### src/sv/sjtc_pkg.sv
// shared types, constants and the shift-jis to jis conversion for the text cursor unit
`timescale 1ns / 1ps

package sjtc_pkg;

   localparam int COORD_W     = 12;
   localparam int CURSOR_W    = 13;
   localparam int CELL_W      = 16;
   localparam int SIZE_W      = 8;
   localparam int CODE_W      = 16;
   localparam int BYTE_W      = 8;
   localparam int MODE_W      = 2;
   localparam int CSR_INDEX_W = 3;
   localparam int CSR_DATA_W  = 16;

   localparam int QUEUE_DEPTH = 2;
   localparam int QUEUE_PTR_W = (QUEUE_DEPTH > 1) ? $clog2(QUEUE_DEPTH) : 1;
   localparam int QUEUE_CNT_W = $clog2(QUEUE_DEPTH + 1);

   localparam logic [CURSOR_W-1:0] CURSOR_MAX = '1;

   localparam logic [COORD_W-1:0] RST_WIN_LEFT   = 12'd0;
   localparam logic [COORD_W-1:0] RST_WIN_TOP    = 12'd0;
   localparam logic [COORD_W-1:0] RST_WIN_WIDTH  = 12'd320;
   localparam logic [COORD_W-1:0] RST_WIN_HEIGHT = 12'd240;
   localparam logic [CELL_W-1:0]  RST_ASCII_CELL = 16'h0808;
   localparam logic [CELL_W-1:0]  RST_KANJI_CELL = 16'h1010;
   localparam logic               RST_MULTI_LINE = 1'b1;
   localparam logic [MODE_W-1:0]  RST_DRAW_MODE  = 2'd0;

   localparam logic [BYTE_W-1:0] ASCII_NEWLINE = 8'h0a;

   localparam logic [0:0] OP_TEXT = 1'b0;
   localparam logic [0:0] OP_HOME = 1'b1;

   typedef enum logic [CSR_INDEX_W-1:0] {
      CSR_WIN_LEFT   = 3'd0,
      CSR_WIN_TOP    = 3'd1,
      CSR_WIN_WIDTH  = 3'd2,
      CSR_WIN_HEIGHT = 3'd3,
      CSR_ASCII_CELL = 3'd4,
      CSR_KANJI_CELL = 3'd5,
      CSR_MULTI_LINE = 3'd6,
      CSR_DRAW_MODE  = 3'd7
   } csr_index_type;

   typedef struct packed {
      logic [COORD_W-1:0] win_left;
      logic [COORD_W-1:0] win_top;
      logic [COORD_W-1:0] win_width;
      logic [COORD_W-1:0] win_height;
      logic [CELL_W-1:0]  ascii_cell;
      logic [CELL_W-1:0]  kanji_cell;
      logic               multi_line;
      logic [MODE_W-1:0]  draw_mode;
   } cfg_type;

   // classified character or command handed from front to back
   typedef struct packed {
      logic              home;
      logic              kanji;
      logic [CODE_W-1:0] code;
   } item_type;

   function automatic logic [CODE_W-1:0] sjis_to_jis(input logic [BYTE_W-1:0] lead,
                                                     input logic [BYTE_W-1:0] trail);
      logic [BYTE_W-1:0] hi;
      logic [BYTE_W-1:0] hi_off;
      logic [BYTE_W-1:0] lo;
      logic              second_row;
      logic [CODE_W-1:0] lo_code;
      logic [BYTE_W-1:0] row;
      hi         = (lead >= 8'he0) ? lead - 8'h40 : lead;
      hi_off     = hi - 8'h81;
      lo         = (trail >= 8'h80) ? trail - 8'h01 : trail;
      second_row = (lo >= 8'h9e);
      // low trail bytes wrap below zero and set the whole upper byte
      lo_code    = second_row ? {8'h00, lo - 8'h9e} : {8'h00, lo} - 16'h0040;
      row        = {hi_off[BYTE_W-2:0], second_row};
      return ({row, 8'h00} | lo_code) + 16'h2121;
   endfunction

endpackage

### src/sv/sjtc_channels.sv
// handshake channel interfaces for requests, draw commands and register writes
`timescale 1ns / 1ps

interface sjtc_req_if import sjtc_pkg::*; ();
   logic              valid;
   logic              ready;
   logic              op;
   logic [BYTE_W-1:0] text_byte;

   modport source (output valid, output op, output text_byte, input ready);
   modport sink   (input valid, input op, input text_byte, output ready);
endinterface

interface sjtc_rsp_if import sjtc_pkg::*; ();
   logic               valid;
   logic               ready;
   logic [COORD_W-1:0] pos_x;
   logic [COORD_W-1:0] pos_y;
   logic [SIZE_W-1:0]  cell_width;
   logic [SIZE_W-1:0]  cell_height;
   logic [CODE_W-1:0]  char_code;
   logic               font_select;
   logic [MODE_W-1:0]  mode;

   modport source (output valid, output pos_x, output pos_y, output cell_width,
                   output cell_height, output char_code, output font_select,
                   output mode, input ready);
   modport sink   (input valid, input pos_x, input pos_y, input cell_width,
                   input cell_height, input char_code, input font_select,
                   input mode, output ready);
endinterface

interface sjtc_csr_if import sjtc_pkg::*; ();
   logic                   valid;
   logic                   ready;
   logic [CSR_INDEX_W-1:0] index;
   logic [CSR_DATA_W-1:0]  wdata;

   modport source (output valid, output index, output wdata, input ready);
   modport sink   (input valid, input index, input wdata, output ready);
endinterface

### src/sv/sjtc_front.sv
// front end: lead byte tracking, kanji conversion and item classification
`timescale 1ns / 1ps

module sjtc_front import sjtc_pkg::*; (
   input  logic      clock,
   input  logic      reset,
   sjtc_req_if.sink  req_bus,
   output logic      push,
   output item_type  push_item,
   input  logic      push_ready
);

   logic              lead_pending_ff, lead_pending_in;
   logic [BYTE_W-1:0] lead_byte_ff, lead_byte_in;
   logic              accept;
   logic              is_lead;
   logic [3:0]        column;

   assign req_bus.ready = push_ready;
   assign accept        = req_bus.valid && push_ready;
   assign column        = req_bus.text_byte[BYTE_W-1 -: 4];

   always_comb begin
      unique case (column) inside
         4'h8, 4'h9, 4'he, 4'hf: is_lead = 1'b1;
         default:                is_lead = 1'b0;
      endcase
   end

   always_comb begin
      lead_pending_in = lead_pending_ff;
      lead_byte_in    = lead_byte_ff;
      push            = 1'b0;
      push_item.home  = 1'b0;
      push_item.kanji = 1'b0;
      push_item.code  = {{(CODE_W-BYTE_W){1'b0}}, req_bus.text_byte};
      if (accept) begin
         if (req_bus.op == OP_HOME) begin
            lead_pending_in = 1'b0;
            lead_byte_in    = '0;
            push            = 1'b1;
            push_item.home  = 1'b1;
         end else if (req_bus.text_byte == '0) begin
            lead_pending_in = 1'b0;
            lead_byte_in    = '0;
         end else if (!lead_pending_ff && is_lead) begin
            lead_pending_in = 1'b1;
            lead_byte_in    = req_bus.text_byte;
         end else if (lead_pending_ff) begin
            lead_pending_in = 1'b0;
            lead_byte_in    = '0;
            push            = 1'b1;
            push_item.kanji = 1'b1;
            push_item.code  = sjis_to_jis(lead_byte_ff, req_bus.text_byte);
         end else begin
            push            = 1'b1;
         end
      end
   end

   always_ff @(posedge clock) begin
      if (reset) begin
         lead_pending_ff <= 1'b0;
         lead_byte_ff    <= '0;
      end else begin
         lead_pending_ff <= lead_pending_in;
         lead_byte_ff    <= lead_byte_in;
      end
   end

endmodule

### src/sv/sjtc_queue.sv
// short fifo between the classifier and the cursor back end
`timescale 1ns / 1ps

module sjtc_queue import sjtc_pkg::*; (
   input  logic     clock,
   input  logic     reset,
   input  logic     push,
   input  item_type push_item,
   output logic     push_ready,
   output logic     pop_valid,
   output item_type pop_item,
   input  logic     pop
);

   item_type                entry_ff [QUEUE_DEPTH];
   logic [QUEUE_PTR_W-1:0]  wr_ptr_ff, wr_ptr_in;
   logic [QUEUE_PTR_W-1:0]  rd_ptr_ff, rd_ptr_in;
   logic [QUEUE_CNT_W-1:0]  count_ff, count_in;

   localparam logic [QUEUE_PTR_W-1:0] PTR_LAST = QUEUE_PTR_W'(QUEUE_DEPTH - 1);
   localparam logic [QUEUE_CNT_W-1:0] CNT_FULL = QUEUE_CNT_W'(QUEUE_DEPTH);

   assign push_ready = (count_ff != CNT_FULL);
   assign pop_valid  = (count_ff != '0);
   assign pop_item   = entry_ff[rd_ptr_ff];

   always_comb begin
      wr_ptr_in = wr_ptr_ff;
      rd_ptr_in = rd_ptr_ff;
      count_in  = count_ff;
      if (push) begin
         wr_ptr_in = (wr_ptr_ff == PTR_LAST) ? '0 : wr_ptr_ff + 1'b1;
      end
      if (pop) begin
         rd_ptr_in = (rd_ptr_ff == PTR_LAST) ? '0 : rd_ptr_ff + 1'b1;
      end
      if (push && !pop) begin
         count_in = count_ff + 1'b1;
      end else if (pop && !push) begin
         count_in = count_ff - 1'b1;
      end
   end

   always_ff @(posedge clock) begin
      if (reset) begin
         wr_ptr_ff <= '0;
         rd_ptr_ff <= '0;
         count_ff  <= '0;
      end else begin
         wr_ptr_ff <= wr_ptr_in;
         rd_ptr_ff <= rd_ptr_in;
         count_ff  <= count_in;
      end
   end

   always_ff @(posedge clock) begin
      if (push) begin
         entry_ff[wr_ptr_ff] <= push_item;
      end
   end

`ifndef ASSERT_OFF
   a_no_push_when_full: assert property (@(posedge clock) disable iff (reset)
      push |-> (count_ff != CNT_FULL))
      else $error("queue written while full");

   a_count_tracks: assert property (@(posedge clock) disable iff (reset)
      (push && !pop) |=> (count_ff == $past(count_ff) + 1'b1))
      else $error("queue count lost a transaction");
`endif

endmodule

### src/sv/sjtc_back.sv
// back end: cursor placement, wrap and bottom checks, draw command register
`timescale 1ns / 1ps

module sjtc_back import sjtc_pkg::*; (
   input  logic      clock,
   input  logic      reset,
   input  cfg_type   cfg,
   input  logic      pop_valid,
   input  item_type  pop_item,
   output logic      pop,
   sjtc_rsp_if.source rsp_bus
);

   logic [CURSOR_W-1:0] cursor_x_ff, cursor_x_in;
   logic [CURSOR_W-1:0] cursor_y_ff, cursor_y_in;
   logic                out_valid_ff, out_valid_in;
   logic [COORD_W-1:0]  pos_x_ff, pos_y_ff;
   logic [SIZE_W-1:0]   width_ff, height_ff;
   logic [CODE_W-1:0]   code_ff;
   logic                font_ff;
   logic [MODE_W-1:0]   mode_ff;

   logic [CELL_W-1:0]   glyph_cell;
   logic [SIZE_W-1:0]   w;
   logic [SIZE_W-1:0]   h;
   logic [CURSOR_W:0]   x_end;
   logic [CURSOR_W-1:0] right_edge;
   logic [CURSOR_W-1:0] bottom_edge;
   logic [CURSOR_W:0]   y_step;
   logic                wrap;
   logic [CURSOR_W-1:0] x_place, y_place;
   logic [CURSOR_W:0]   y_end;
   logic                no_font, drop_wrap, below;
   logic                emit;

   assign pop = pop_valid && (!out_valid_ff || rsp_bus.ready);

   assign glyph_cell  = pop_item.kanji ? cfg.kanji_cell : cfg.ascii_cell;
   assign w           = glyph_cell[SIZE_W-1:0];
   assign h           = glyph_cell[CELL_W-1 -: SIZE_W];
   assign no_font     = (glyph_cell == '0);
   assign x_end       = {1'b0, cursor_x_ff} + {{(CURSOR_W+1-SIZE_W){1'b0}}, w};
   assign right_edge  = {1'b0, cfg.win_left} + {1'b0, cfg.win_width};
   assign bottom_edge = {1'b0, cfg.win_top} + {1'b0, cfg.win_height};
   assign wrap        = (!pop_item.kanji && pop_item.code == {8'h00, ASCII_NEWLINE})
                        || (x_end > {1'b0, right_edge});
   assign drop_wrap   = wrap && !cfg.multi_line;
   assign y_step      = {1'b0, cursor_y_ff} + {{(CURSOR_W+1-SIZE_W){1'b0}}, h};

   // cursor y saturates instead of wrapping
   assign x_place = wrap ? {1'b0, cfg.win_left} : cursor_x_ff;
   assign y_place = wrap ? (y_step[CURSOR_W] ? CURSOR_MAX : y_step[CURSOR_W-1:0])
                         : cursor_y_ff;
   assign y_end   = {1'b0, y_place} + {{(CURSOR_W+1-SIZE_W){1'b0}}, h};
   assign below   = (y_end > {1'b0, bottom_edge});

   assign emit = pop && !pop_item.home && !no_font && !drop_wrap && !below;

   always_comb begin
      cursor_x_in = cursor_x_ff;
      cursor_y_in = cursor_y_ff;
      if (pop) begin
         if (pop_item.home) begin
            cursor_x_in = {1'b0, cfg.win_left};
            cursor_y_in = {1'b0, cfg.win_top};
         end else if (!no_font && !drop_wrap) begin
            // a wrap stays in effect even when the character falls off the bottom
            cursor_x_in = x_place;
            cursor_y_in = y_place;
            if (!below) begin
               cursor_x_in = x_place + {{(CURSOR_W-SIZE_W){1'b0}}, w};
            end
         end
      end
   end

   always_comb begin
      out_valid_in = out_valid_ff;
      if (emit) begin
         out_valid_in = 1'b1;
      end else if (rsp_bus.ready) begin
         out_valid_in = 1'b0;
      end
   end

   always_ff @(posedge clock) begin
      if (reset) begin
         cursor_x_ff  <= '0;
         cursor_y_ff  <= '0;
         out_valid_ff <= 1'b0;
      end else begin
         cursor_x_ff  <= cursor_x_in;
         cursor_y_ff  <= cursor_y_in;
         out_valid_ff <= out_valid_in;
      end
   end

   always_ff @(posedge clock) begin
      if (emit) begin
         pos_x_ff  <= x_place[COORD_W-1:0];
         pos_y_ff  <= y_place[COORD_W-1:0];
         width_ff  <= w;
         height_ff <= h;
         code_ff   <= pop_item.code;
         font_ff   <= pop_item.kanji;
         mode_ff   <= cfg.draw_mode;
      end
   end

   assign rsp_bus.valid       = out_valid_ff;
   assign rsp_bus.pos_x       = pos_x_ff;
   assign rsp_bus.pos_y       = pos_y_ff;
   assign rsp_bus.cell_width  = width_ff;
   assign rsp_bus.cell_height = height_ff;
   assign rsp_bus.char_code   = code_ff;
   assign rsp_bus.font_select = font_ff;
   assign rsp_bus.mode        = mode_ff;

`ifndef ASSERT_OFF
   a_home_moves_cursor: assert property (@(posedge clock) disable iff (reset)
      (pop && pop_item.home) |=> (cursor_x_ff == {1'b0, $past(cfg.win_left)}
                                  && cursor_y_ff == {1'b0, $past(cfg.win_top)}))
      else $error("home did not return cursor to window origin");

   a_result_from_pop: assert property (@(posedge clock) disable iff (reset)
      $rose(out_valid_ff) |-> $past(pop && !pop_item.home))
      else $error("draw command appeared without a character");
`endif

endmodule

### src/sv/sjis_text_layout_cursor_unit.sv
// top level: register file, front classifier, queue and cursor back end
// the item for an accepted byte is written to the queue, then to the draw command register, before rsp
// throughput: one byte per cycle while the queue has room, set by the cursor update in the back end
// the two-entry queue lets the byte input keep flowing while a command waits on rsp
// reset (synchronous, active high) clears cursor, lead state and queue, loads register defaults
`timescale 1ns / 1ps

module sjis_text_layout_cursor_unit import sjtc_pkg::*; (
   input  logic       clock,
   input  logic       reset,
   sjtc_req_if.sink   req_bus,
   sjtc_rsp_if.source rsp_bus,
   sjtc_csr_if.sink   csr_bus
);

   cfg_type  cfg_ff, cfg_in;
   logic     push, push_ready;
   item_type push_item;
   logic     pop_valid, pop;
   item_type pop_item;

   assign csr_bus.ready = 1'b1;

   always_comb begin
      cfg_in = cfg_ff;
      if (csr_bus.valid) begin
         unique case (csr_bus.index)
            CSR_WIN_LEFT:   cfg_in.win_left   = csr_bus.wdata[COORD_W-1:0];
            CSR_WIN_TOP:    cfg_in.win_top    = csr_bus.wdata[COORD_W-1:0];
            CSR_WIN_WIDTH:  cfg_in.win_width  = csr_bus.wdata[COORD_W-1:0];
            CSR_WIN_HEIGHT: cfg_in.win_height = csr_bus.wdata[COORD_W-1:0];
            CSR_ASCII_CELL: cfg_in.ascii_cell = csr_bus.wdata[CELL_W-1:0];
            CSR_KANJI_CELL: cfg_in.kanji_cell = csr_bus.wdata[CELL_W-1:0];
            CSR_MULTI_LINE: cfg_in.multi_line = csr_bus.wdata[0];
            CSR_DRAW_MODE:  cfg_in.draw_mode  = csr_bus.wdata[MODE_W-1:0];
            default:        cfg_in = cfg_ff;
         endcase
      end
   end

   always_ff @(posedge clock) begin
      if (reset) begin
         cfg_ff.win_left   <= RST_WIN_LEFT;
         cfg_ff.win_top    <= RST_WIN_TOP;
         cfg_ff.win_width  <= RST_WIN_WIDTH;
         cfg_ff.win_height <= RST_WIN_HEIGHT;
         cfg_ff.ascii_cell <= RST_ASCII_CELL;
         cfg_ff.kanji_cell <= RST_KANJI_CELL;
         cfg_ff.multi_line <= RST_MULTI_LINE;
         cfg_ff.draw_mode  <= RST_DRAW_MODE;
      end else begin
         cfg_ff <= cfg_in;
      end
   end

   sjtc_front u_front (
      .clock      (clock),
      .reset      (reset),
      .req_bus    (req_bus),
      .push       (push),
      .push_item  (push_item),
      .push_ready (push_ready)
   );

   sjtc_queue u_queue (
      .clock      (clock),
      .reset      (reset),
      .push       (push),
      .push_item  (push_item),
      .push_ready (push_ready),
      .pop_valid  (pop_valid),
      .pop_item   (pop_item),
      .pop        (pop)
   );

   sjtc_back u_back (
      .clock     (clock),
      .reset     (reset),
      .cfg       (cfg_ff),
      .pop_valid (pop_valid),
      .pop_item  (pop_item),
      .pop       (pop),
      .rsp_bus   (rsp_bus)
   );

endmodule
### src/flat_wrapper.sv
// flat-port wrapper written by rule: the top's interface ports become plain ports
module sjis_text_layout_cursor_unit_flat import sjtc_pkg::*;
  (clock, reset, req_bus_valid, req_bus_op, req_bus_text_byte, req_bus_ready, rsp_bus_valid, rsp_bus_pos_x, rsp_bus_pos_y, rsp_bus_cell_width, rsp_bus_cell_height, rsp_bus_char_code, rsp_bus_font_select, rsp_bus_mode, rsp_bus_ready, csr_bus_valid, csr_bus_index, csr_bus_wdata, csr_bus_ready);
  sjtc_req_if req_bus_i ();
  sjtc_rsp_if rsp_bus_i ();
  sjtc_csr_if csr_bus_i ();
  input  logic clock;
  input  logic reset;
  input wire logic [$bits(req_bus_i.valid)-1:0] req_bus_valid;
  input wire logic [$bits(req_bus_i.op)-1:0] req_bus_op;
  input wire logic [$bits(req_bus_i.text_byte)-1:0] req_bus_text_byte;
  output wire logic [$bits(req_bus_i.ready)-1:0] req_bus_ready;
  output wire logic [$bits(rsp_bus_i.valid)-1:0] rsp_bus_valid;
  output wire logic [$bits(rsp_bus_i.pos_x)-1:0] rsp_bus_pos_x;
  output wire logic [$bits(rsp_bus_i.pos_y)-1:0] rsp_bus_pos_y;
  output wire logic [$bits(rsp_bus_i.cell_width)-1:0] rsp_bus_cell_width;
  output wire logic [$bits(rsp_bus_i.cell_height)-1:0] rsp_bus_cell_height;
  output wire logic [$bits(rsp_bus_i.char_code)-1:0] rsp_bus_char_code;
  output wire logic [$bits(rsp_bus_i.font_select)-1:0] rsp_bus_font_select;
  output wire logic [$bits(rsp_bus_i.mode)-1:0] rsp_bus_mode;
  input wire logic [$bits(rsp_bus_i.ready)-1:0] rsp_bus_ready;
  input wire logic [$bits(csr_bus_i.valid)-1:0] csr_bus_valid;
  input wire logic [$bits(csr_bus_i.index)-1:0] csr_bus_index;
  input wire logic [$bits(csr_bus_i.wdata)-1:0] csr_bus_wdata;
  output wire logic [$bits(csr_bus_i.ready)-1:0] csr_bus_ready;
  assign req_bus_i.valid = req_bus_valid;
  assign req_bus_i.op = req_bus_op;
  assign req_bus_i.text_byte = req_bus_text_byte;
  assign req_bus_ready = req_bus_i.ready;
  assign rsp_bus_valid = rsp_bus_i.valid;
  assign rsp_bus_pos_x = rsp_bus_i.pos_x;
  assign rsp_bus_pos_y = rsp_bus_i.pos_y;
  assign rsp_bus_cell_width = rsp_bus_i.cell_width;
  assign rsp_bus_cell_height = rsp_bus_i.cell_height;
  assign rsp_bus_char_code = rsp_bus_i.char_code;
  assign rsp_bus_font_select = rsp_bus_i.font_select;
  assign rsp_bus_mode = rsp_bus_i.mode;
  assign rsp_bus_i.ready = rsp_bus_ready;
  assign csr_bus_i.valid = csr_bus_valid;
  assign csr_bus_i.index = csr_bus_index;
  assign csr_bus_i.wdata = csr_bus_wdata;
  assign csr_bus_ready = csr_bus_i.ready;
  sjis_text_layout_cursor_unit u_core (.clock(clock), .reset(reset), .req_bus(req_bus_i), .rsp_bus(rsp_bus_i), .csr_bus(csr_bus_i));
endmodule
### config.mk
export PLATFORM = sky130hd
export DESIGN_NAME = sjis_text_layout_cursor_unit_flat
export DESIGN_NICKNAME = d
export VERILOG_FILES = /design/src/sv/sjtc_pkg.sv /design/src/sv/sjtc_channels.sv /design/src/sv/sjtc_front.sv /design/src/sv/sjtc_queue.sv /design/src/sv/sjtc_back.sv /design/src/sv/sjis_text_layout_cursor_unit.sv /design/src/flat_wrapper.sv
export SDC_FILE = /design/constraint.sdc
export NUM_CORES = 1
export LEC_CHECK = 0
export BUFFER_PORTS_ARGS = -buffer_cell sky130_fd_sc_hd__buf_4
export CAP_MARGIN = 10
export CORE_MARGIN = 3
export CORE_UTILIZATION = 30
export CTS_BUF_LIST = sky130_fd_sc_hd__clkbuf_16
export DETAILED_ROUTE_END_ITERATION = 12
export GPL_TIMING_DRIVEN = 0
export PLACE_DENSITY = 0.57
export SLEW_MARGIN = 20
export SYNTH_ARGS = -nofsm -noshare
export SYNTH_HDL_FRONTEND = slang
export SYNTH_HIERARCHICAL = 1
export SYNTH_SLANG_ARGS = --single-unit
### constraint.sdc
create_clock -name clock -period 11.8 [get_ports clock]
set_input_delay 1.77 -clock clock [delete_from_list [all_inputs] [get_ports clock]]
set_output_delay 1.77 -clock clock [all_outputs]
set_load 0.01 [all_outputs]
# Word-level counts from Yosys, hierarchy flattened
# Memories as Yosys holds them, arrays and structs flattened. A register that Yosys moved wholly into a read port is not among the register bits.
# Index checks and enable logic that the tools add are counted.
# word_totals
regBits	182
inputBits	33
wordCells	142
output_inout_bits	62
memories	1
mem_bits_rw	36
# mem_list
name	depth	width	rd	rd_clocked_by_memory_dff	write_ports	line_no	source
u_core.u_queue.entry_ff	2	18	1	1	1	sjtc_queue.sv:15	item_type entry_ff [QUEUE_DEPTH];
# classes
magnitude_cmp	5
addsub	16
eq_ne	13
n_reduce_logical	43
n_mux	40
bitwise	1
# op_table
op	n
2-to-1 mux 13 bit	8
2-to-1 mux 17 bit	4
adder 13 x 8 -> 14 bit	3
2-to-1 mux 8 bit	5
2-to-1 mux 16 bit	2
greater-than comparator 14 x 13 -> 1 bit	2
adder 12 x 12 -> 13 bit	2
>= comparator 8 bit, second input constant	3
AND reduction 2 bit	10
2-to-1 mux 18 bit	1
2-to-1 mux 1 bit	17
adder 16 x 14 -> 16 bit, second input constant	1
== test 16 x 4 -> 1 bit, second input constant	1
== test 4 bit, second input constant	4
logical NOT 16 bit	1
bitwise OR 16 bit	1
adder 13 x 8 -> 13 bit	1
== test 3 bit, second input constant	4
logical AND 1 bit	12
logical NOT 1 bit	10
subtractor 8 x 7 -> 9 bit, second input constant	1
logical NOT 8 bit	1
nonzero test 2 bit	4
subtractor 8 x 1 -> 8 bit, second input constant	1
15 further kinds	19

# Logic depth before layout (Yosys ltp)
# Gate-level depths: netlist of the first run.
# depth
word_depth	12
ltp_mapped	49
depth_no_buf	44

# Cells and area by module
# Netlist of the first run, hierarchy kept.
# by_module_without_submodules
mod	instances	seq_area_each_um2	cells_each	area_per_inst_um2
sjtc_back	1	2312.2	729	6916.6
sjis_text_layout_cursor_unit	1	1661.6	316	3393.3
sjtc_front	1	180.2	205	1512.7
sjtc_queue	1	1181.1	78	1507.7

# Worst setup path after synthesis of the first run
# Ideal clock, no wire load.
# synth_path
kind	register to register
startpoint	register (tool-made name)
endpoint	register u_core.u_back.height_ff[0], in the netlist u_core/u_back/rsp_bus.cell_height[0] (enable)
path_slack_ps	1899
path_stages_with_launch	45
t_required_ps	11387
t_arrival_ps	9487
setup_ps	413
period_less_slack_ps	9901
path_cell_list	dfxtp_1 -> buf_2 -> buf_6 -> mux2_1 -> clkbuf_1 -> buf_2 -> mux2_2 -> ha_1 -> fa_1 -> a21o_1 -> a21oi_1 -> o21bai_1 -> a21oi_1 -> o21bai_1 -> a21oi_1 -> nand3b_1 -> xnor2_1 -> ha_1 -> [... 9 more ...] -> nor2b_1 -> o21ai_0 -> a21boi_0 -> o21ai_0 -> a21oi_1 -> o21ai_0 -> nand2b_1 -> nand3_1 -> xnor2_1 -> ha_1 -> a2111oi_0 -> o21ai_0 -> a311oi_1 -> a41oi_1 -> a21oi_2 -> buf_6 -> nand2_1 -> inv_1
# synth_rtl
item	line_no	source
end signal, assigned	sjtc_back.sv:103	height_ff <= h;
end, declared	sjtc_back.sv:18	logic [SIZE_W-1:0] width_ff, height_ff;

==> results of run 1 <==
-- worst register-to-register path: cells and delay by family (launching register included) --
kind / cells / cell delay, ns
adders and majority gates: 4 / 1.42
and+or+nand+nor: 8 / 0.90
buffers and inverters: 10 / 2.65
xor gates and xnor gates: 2 / 0.36
DFF: 1 / 0.30
muxes: 2 / 0.87
AOI/OAI and AO/OA: 18 / 4.03
-- timing repair --
| action | 4_1_cts | 5_1_grt |
|---|---|---|
| gates resized for setup | 0 | 6 |
| gates cloned | 0 | 0 |
| setup endpoints to repair | 31 | 66 |
| hold buffers | 0 | 0 |
| pin swaps | 0 | 0 |
-- final cells by class --
type | instances | area, sq um | area share
clock inverters | 21 | 168 | 0.0108
flip-flops and latches | 219 | 5340 | 0.342
inverters | 51 | 196 | 0.0126
well taps | 585 | 732 | 0.0470
multi-input cells | 993 | 7470 | 0.479
plain buffers | 64 | 354 | 0.0227
clock buffers | 25 | 626 | 0.0402
repair buffers | 91 | 699 | 0.0449
-- routing by layer --
layer  vias up  track usage  wire, um
met4         2       0.0433       913
met1      4877        0.223     18200
met3        52       0.0200      1680
li1       5053            -         -
met5         -            0         7
met2       227        0.245     16200
-- stage by stage --
step	util	cell area [sq um]	TNS (ns)	setup WS (ns)
global placement	0.339	14700	-70.36	-1.20
finish	0.358	15600	0	0.923
CTS	0.358	15600	0	0.192
detailed placement	0.340	14800	0	0.0216
global route	0.358	15600	0	0.0330
floorplan	-	13300	0	1.90
-- worst max-delay path by stage --
stage               from                              endpoint  slack (ns)  cells after the start
finish              flop    u_core/u_back/rsp_bus.char_code[2]        0.92                     44
floorplan           flop  u_core/u_back/rsp_bus.cell_height[0]        1.90                     44
global route        flop        u_core/u_back/rsp_bus.pos_x[1]        0.03                     45
detailed placement  flop   u_core/u_back/rsp_bus.char_code[10]        0.02                     45
global placement    flop   u_core/u_back/rsp_bus.cell_width[0]       -1.20                     44
CTS                 flop    u_core/u_back/rsp_bus.char_code[3]        0.19                     44
-- flip-flops by register name, indices dropped and copies added (netlist names), named ones only --
signal / cells
u_core/u_back/rsp_bus.mode: 2
u_core/u_queue/count_ff: 2
u_core/u_back/rsp_bus.char_code: 16
u_core/u_back/cursor_y_ff: 13
u_core/u_queue/wr_ptr_ff: 1
u_core/u_queue/entry_ff: 36
u_core/u_back/cursor_x_ff: 13
u_core/cfg_ff: 83
u_core/u_back/rsp_bus.valid: 1
u_core/u_front/lead_byte_ff: 8
u_core/u_back/rsp_bus.font_select: 1
u_core/u_back/rsp_bus.cell_height: 8
u_core/u_front/lead_pending_ff: 1
u_core/u_back/rsp_bus.pos_y: 12
u_core/u_back/rsp_bus.cell_width: 8
u_core/u_queue/rd_ptr_ff: 1
u_core/u_back/rsp_bus.pos_x: 12
-- synth_stat cells (5+ instances only) --
master / count
nand4_1: 12
mux2_2: 16
a31oi_1: 8
o221ai_1: 6
xor2_1: 26
ha_1: 88
nand3b_1: 7
nand3_1: 15
edfxtp_1: 95
fa_1: 6
nand2_1: 100
o22ai_1: 5
a22oi_1: 7
xnor2_1: 50
mux2_1: 18
nand2b_1: 106
o211ai_1: 9
nor4_1: 9
dfxtp_1: 124
mux2i_1: 108
and2_1: 6
a311oi_1: 6
o21ai_0: 34
clkbuf_1: 31
o21a_1: 8
a21oi_1: 62
nor2_1: 97
a211oi_1: 24
o21bai_1: 15
nand4b_1: 5
nor2b_1: 10
buf_6: 8
inv_1: 49
buf_2: 20
a21o_1: 13
nor3_1: 19
-- cell families (layout without fill, tap and decap cells) --
kind of cell,after synthesis,in the layout,synth area share
multiplexers,146,146,0.114
AND/OR/NAND/NOR,428,428,0.172
adder cells (fa/ha/maj),94,94,0.0916
flip-flops,219,219,0.400
other,1,1,0.000281
AO/OA/AOI/OAI,248,248,0.130
XOR/XNOR,76,76,0.0499
buffers and inverters,116,252,0.0410
-- report_power, final --
part / internal [W] / switching, W / total, W / leakage [nW]
clock network: 0.000433 / 0.000324 / 0.000756 / 0.412
registers: 0.000984 / 0.0000730 / 0.00106 / 1.90
logic: 0.000492 / 0.000739 / 0.00123 / 4.10
==> summary.md, run 1 <==
| Metric | Value |
|---|---|
| Chip width | around 220 um |
| Most common cell after layout, fill and taps aside | dfxtp_1 |
| Clock sink total | between 200 and 250 |
| Flop2flop setup slack | 0.92 ns |
| Via-to-Cell Ratio | 4.98 |
| Slew headroom | 0.398 |
| R2R Path End | u_core/u_back/rsp_bus.char_code[2] |
| Synth Warn # | 6 |
| Most used DFF post-synth | dfxtp_1 |
| Clk_lat worst skew | 0.55 ns |
| Overall power | between 0.003 and 0.004 W |
| Largest net degree at the start of global routing | 33 |
| Crit path kind | flop to flop |
| Die H | ~220 um |
| Number of buffers created by CTS | 25 |
| Syn nets | ~1,500 |
| HPWL after DPL | 28.8 mm |
| Core ar. | roughly 43,000 sq um |
| Data arrival time of the worst path | about 11 ns |
| Crit-path max cell delay | 0.50 ns |
| CP most frequent cell | a21oi_1 |
| Outcome | completed |
| Via count | around 10,000 |
| Starting Density | 0.307 |
| Largest buffer count on any clock path | 3 |
| Required @ worst endpoint | about 12 ns |
| Root Driver | clkbuf_16 |
| Global Route Usage Sum | 0.155 |
| Remaining Overflow, GRT | 0 |
| Number of flops mapped to enable cells by yosys | 95 |
| FILL cells | approximately 4,400 |
| Hold Path End | u_core/u_back/rsp_bus.mode[0] |
| Slew Limit Fails | 0 |
| Register area share after synthesis | 0.400 |
| Cell row count | between 70 and 80 |
| Yosys top cell by area | edfxtp_1 |
| Worst hold slack | 0.457 ns |
| Crit-path leading delay family | compound AO/OA/AOI/OAI gates |
| Seq cells post-synth | between 200 and 250 |
| CTS tree | built |
| Register-to-Register Path Depth | 44 |
| Hold Crit Class | flop to flop |
| # IOs | 95 |
| Crit. End Element | flop |
| Synth Cell Area | between 10,000 and 15,000 sq um |
| Commonest cells after routing, fill and taps aside | dfxtp_1, mux2i_1, nand2b_1 |
| Share of layout cells above drive strength 1 | 0.148 |
| Routed length per instance | between 15 and 20 um |
| Placed insts | 2,004 |
| Worst Hold Depth | 0 |
| Buffers & Inverters on Critical Path | 10 |
| Post-Route WL | 37.1 mm |
| Initial antenna violation count | 1 |
| Fmax | slightly above 90 MHz |
| Post-synth top area share | 0.214 |
| Fin Clk Skew | roughly 0.036 ns |
| Post-Layout Cell Count | 2,049 |
| RSZ-0062 raised after global routing | false |
| PortBufs | between 80 and 90 |
| Setup bufs post-CTS | 0 |
| Synth-to-layout area growth | 16.9% |
| Asr flop ratio synth | 0 |
| Leakage | between 6 and 7 nW |
| Syn Inst Count | roughly 1,300 |
| Synth area leaders | edfxtp_1, dfxtp_1, ha_1 |
| Vias in the first global route | 10,178 |
| Post-route clock period utilization | 0.922 |
| DR iter-0 viols | 630 |
| Worst path slowest cell | mux2_2 |
| Antenna-violating nets left | 0 |
| Final hold vios | 0 |
| H-tree Lvls | 1 |
| Clk slew on worst S/H paths | 0.06 ns |
| Worst IR Drop VDD | between 0.1 and 0.15 mV |
| Final net count | between 1,500 and 2,000 |
| Final setup violation count | 0 |
| Max FO, Critical Path | 32 |
| Power per standard cell area | 195 nW/um^2 |
| Startpoint types | flop |
| First-pass GRT wire length | ~58 mm |
| Avg Inst Size Synth | approximately 10 sq um |
| Worst Max-Slew Pin Slew | a little under 0.9 ns |
| Ant diodes | 0 |
| Gpl congestion | approximately 0.85 |
| Crit path time final | 10.88 ns |
| Hold_sp | u_core/cfg_ff[0] |
| Die area | roughly 47,000 sq um |
| Yosys cell types | 91 |
| Total of max-cap violations | 0 |
| Drt pass-1 iters | 5 |
| # DRC | 0 |
(Power assumes the default switching activity.)
==> run 2: changes to the inputs <==
--- a/config.mk
+++ b/config.mk
@@ -12,6 +12,7 @@
 export CTS_BUF_LIST = sky130_fd_sc_hd__clkbuf_16
 export DETAILED_ROUTE_END_ITERATION = 12
 export GPL_TIMING_DRIVEN = 0
+export MAX_ROUTING_LAYER = met4
 export PLACE_DENSITY = 0.57
 export SLEW_MARGIN = 20
 export SYNTH_ARGS = -nofsm -noshare
==> run 2 against run 1 <==
Critical endpoint is now u_core/u_back/rsp_bus.char_code[1]. Via count shrank 0.33%. Core utilization shrank 0.20 points. Setup slack got worse by 0.24 ns.
==> summary.md, run 2 (synthesis gave the netlist of run 1 again) <==
| Metric | Value |
|---|---|
| Outcome | completed |
| Number of buffers created by CTS | 23 |
| Remaining Overflow, GRT | 0 |
| Die H | 217 um |
| Post-Layout Cell Count | ~2,000 |
| Clock sink total | ~220 |
| Power per standard cell area | just under 200 nW/um^2 |
| Ant diodes | 0 |
| Via count | between 10,000 and 15,000 |
| Data arrival time of the worst path | around 11 ns |
| Worst hold slack | ~0.45 ns |
| Worst Max-Slew Pin Slew | about 0.93 ns |
| Startpoint types | flop |
| Most common cell after layout, fill and taps aside | dfxtp_1 |
| Crit-path max cell delay | ~0.47 ns |
| Worst IR Drop VDD | 0.0918 mV |
| Starting Density | 0.307 |
| Share of layout cells above drive strength 1 | 0.143 |
| # IOs | 95 |
| Initial antenna violation count | 0 |
| Drt pass-1 iters | 5 |
| Final hold vios | 0 |
| Die area | between 40,000 and 50,000 sq um |
| Max reg flops | between 80 and 90 |
| Slew Limit Fails | 0 |
| Fmax | roughly 90 MHz |
| Global Route Usage Sum | 0.160 |
| Post-route clock period utilization | 0.942 |
| Post-route setup TNS | 0 ns |
| Synth-to-layout area growth | 16.2% |
| Crit path time final | 11.12 ns |
| Clk slew on worst S/H paths | around 0.060 ns |
| Worst path slowest cell | fa_1 |
| CP most frequent cell | a21oi_1 |
| Fin Clk Skew | ~0.026 ns |
| Crit-path leading delay family | compound AO/OA/AOI/OAI gates |
| Design area | 15,500 sq um |
| Crit path kind | flop to flop |
| Cts-stage hold buffer count | 0 |
| Required @ worst endpoint | between 10 and 15 ns |
| Largest buffer count on any clock path | 3 |
| Clk_lat worst skew | about 0.53 ns |
| Core ar. | 43,500 sq um |
| Buffers & Inverters on Critical Path | 10 |
| Placed insts | between 2,000 and 2,500 |
| Cell row count | 76 |
| Util after Layout | 0.357 |
| Post-Route WL | roughly 37 mm |
| # DRC | 0 |
| Leakage | ~6.4 nW |
| Final net count | approximately 1,600 |
| Root Driver | clkbuf_16 |
| Max FO, Critical Path | 32 |
| DR iter-0 viols | around 710 |
| Antenna-violating nets left | 0 |
| DP Area | 14,800 sq um |
| Gpl congestion | slightly below 0.9 |
| Final setup violation count | 0 |
| FILL cells | ~4,400 |
| Routed length per instance | roughly 18 um |
| Chip width | roughly 220 um |
| H-tree Lvls | 1 |
| Vias in the first global route | between 10,000 and 15,000 |
| Via-to-Cell Ratio | 4.98 |
| PortBufs | roughly 90 |
| HPWL after DPL | 28.9 mm |
| Total of max-cap violations | 0 |
| Crit. End Element | flop |
| Reg with most FFs | u_core/cfg_ff |
| First-pass GRT wire length | between 50 and 60 mm |
| Largest net degree at the start of global routing | 33 |
| RSZ-0062 raised after global routing | false |
| Commonest cells after routing, fill and taps aside | dfxtp_1, mux2i_1, nand2b_1 |
| Slew headroom | 0.361 |
| CTS tree | built |
| Hold Crit Class | flop to flop |
## run 2: final cells by class
| type | count | area, sq um | share of cell area |
|---|---|---|---|
| clock buffer | 23 | 576 | 0.0372 |
| sequential | 219 | 5340 | 0.344 |
| tap | 585 | 732 | 0.0472 |
| clock inverter | 18 | 136 | 0.00880 |
| inverter | 51 | 196 | 0.0127 |
| multi-input combinational | 993 | 7460 | 0.482 |
| timing repair buffer | 91 | 703 | 0.0454 |
| buffer | 64 | 352 | 0.0227 |
## run 2: power breakdown
part           internal (W)  total (W)  switching [W]
Combinational      0.000492    0.00122       0.000733
Sequential         0.000984    0.00106      0.0000720
Clock              0.000398   0.000700       0.000303
Total               0.00187    0.00298        0.00111
## run 2: worst paths after layout
kind / startpoint / to / slack (ns) / cells past startpoint
max: flop / u_core/u_back/rsp_bus.char_code[1] / 0.68 / 44
min: u_core/cfg_ff[1] / u_core/u_back/rsp_bus.mode[1] / 0.45 / 0
max reg2reg: flop / u_core/u_back/rsp_bus.char_code[1] / 0.68 / 44
min reg2reg: u_core/cfg_ff[1] / u_core/u_back/rsp_bus.mode[1] / 0.45 / 0
## run 2: timing repair
item                       4_1_cts  5_1_grt
setup endpoints to repair        0       73
buffers inserted                 0        0
hold endpoints to repair         0        0
gates resized for setup          0        4
## run 2: metrics by stage
step | setup WS [ns] | power (W)
6_report | 0.680 | 0.00298
5_1_grt | 0.0287 | 0.00318
4_1_cts | 0.0278 | 0.00301
3_5_place_dp | 0.111 | 0.00229
3_3_place_gp | -1.23 | 0.00227
2_1_floorplan | 1.90 | 0.00186
## run 2: metal layers
metal | up-vias | routed length [um] | track usage
met5 | - | 0 | -
met4 | 0 | 652 | 0.0355
met3 | 39 | 1430 | 0.0182
met2 | 222 | 16700 | 0.253
met1 | 4885 | 18300 | 0.221
li1 | 5031 | - | -
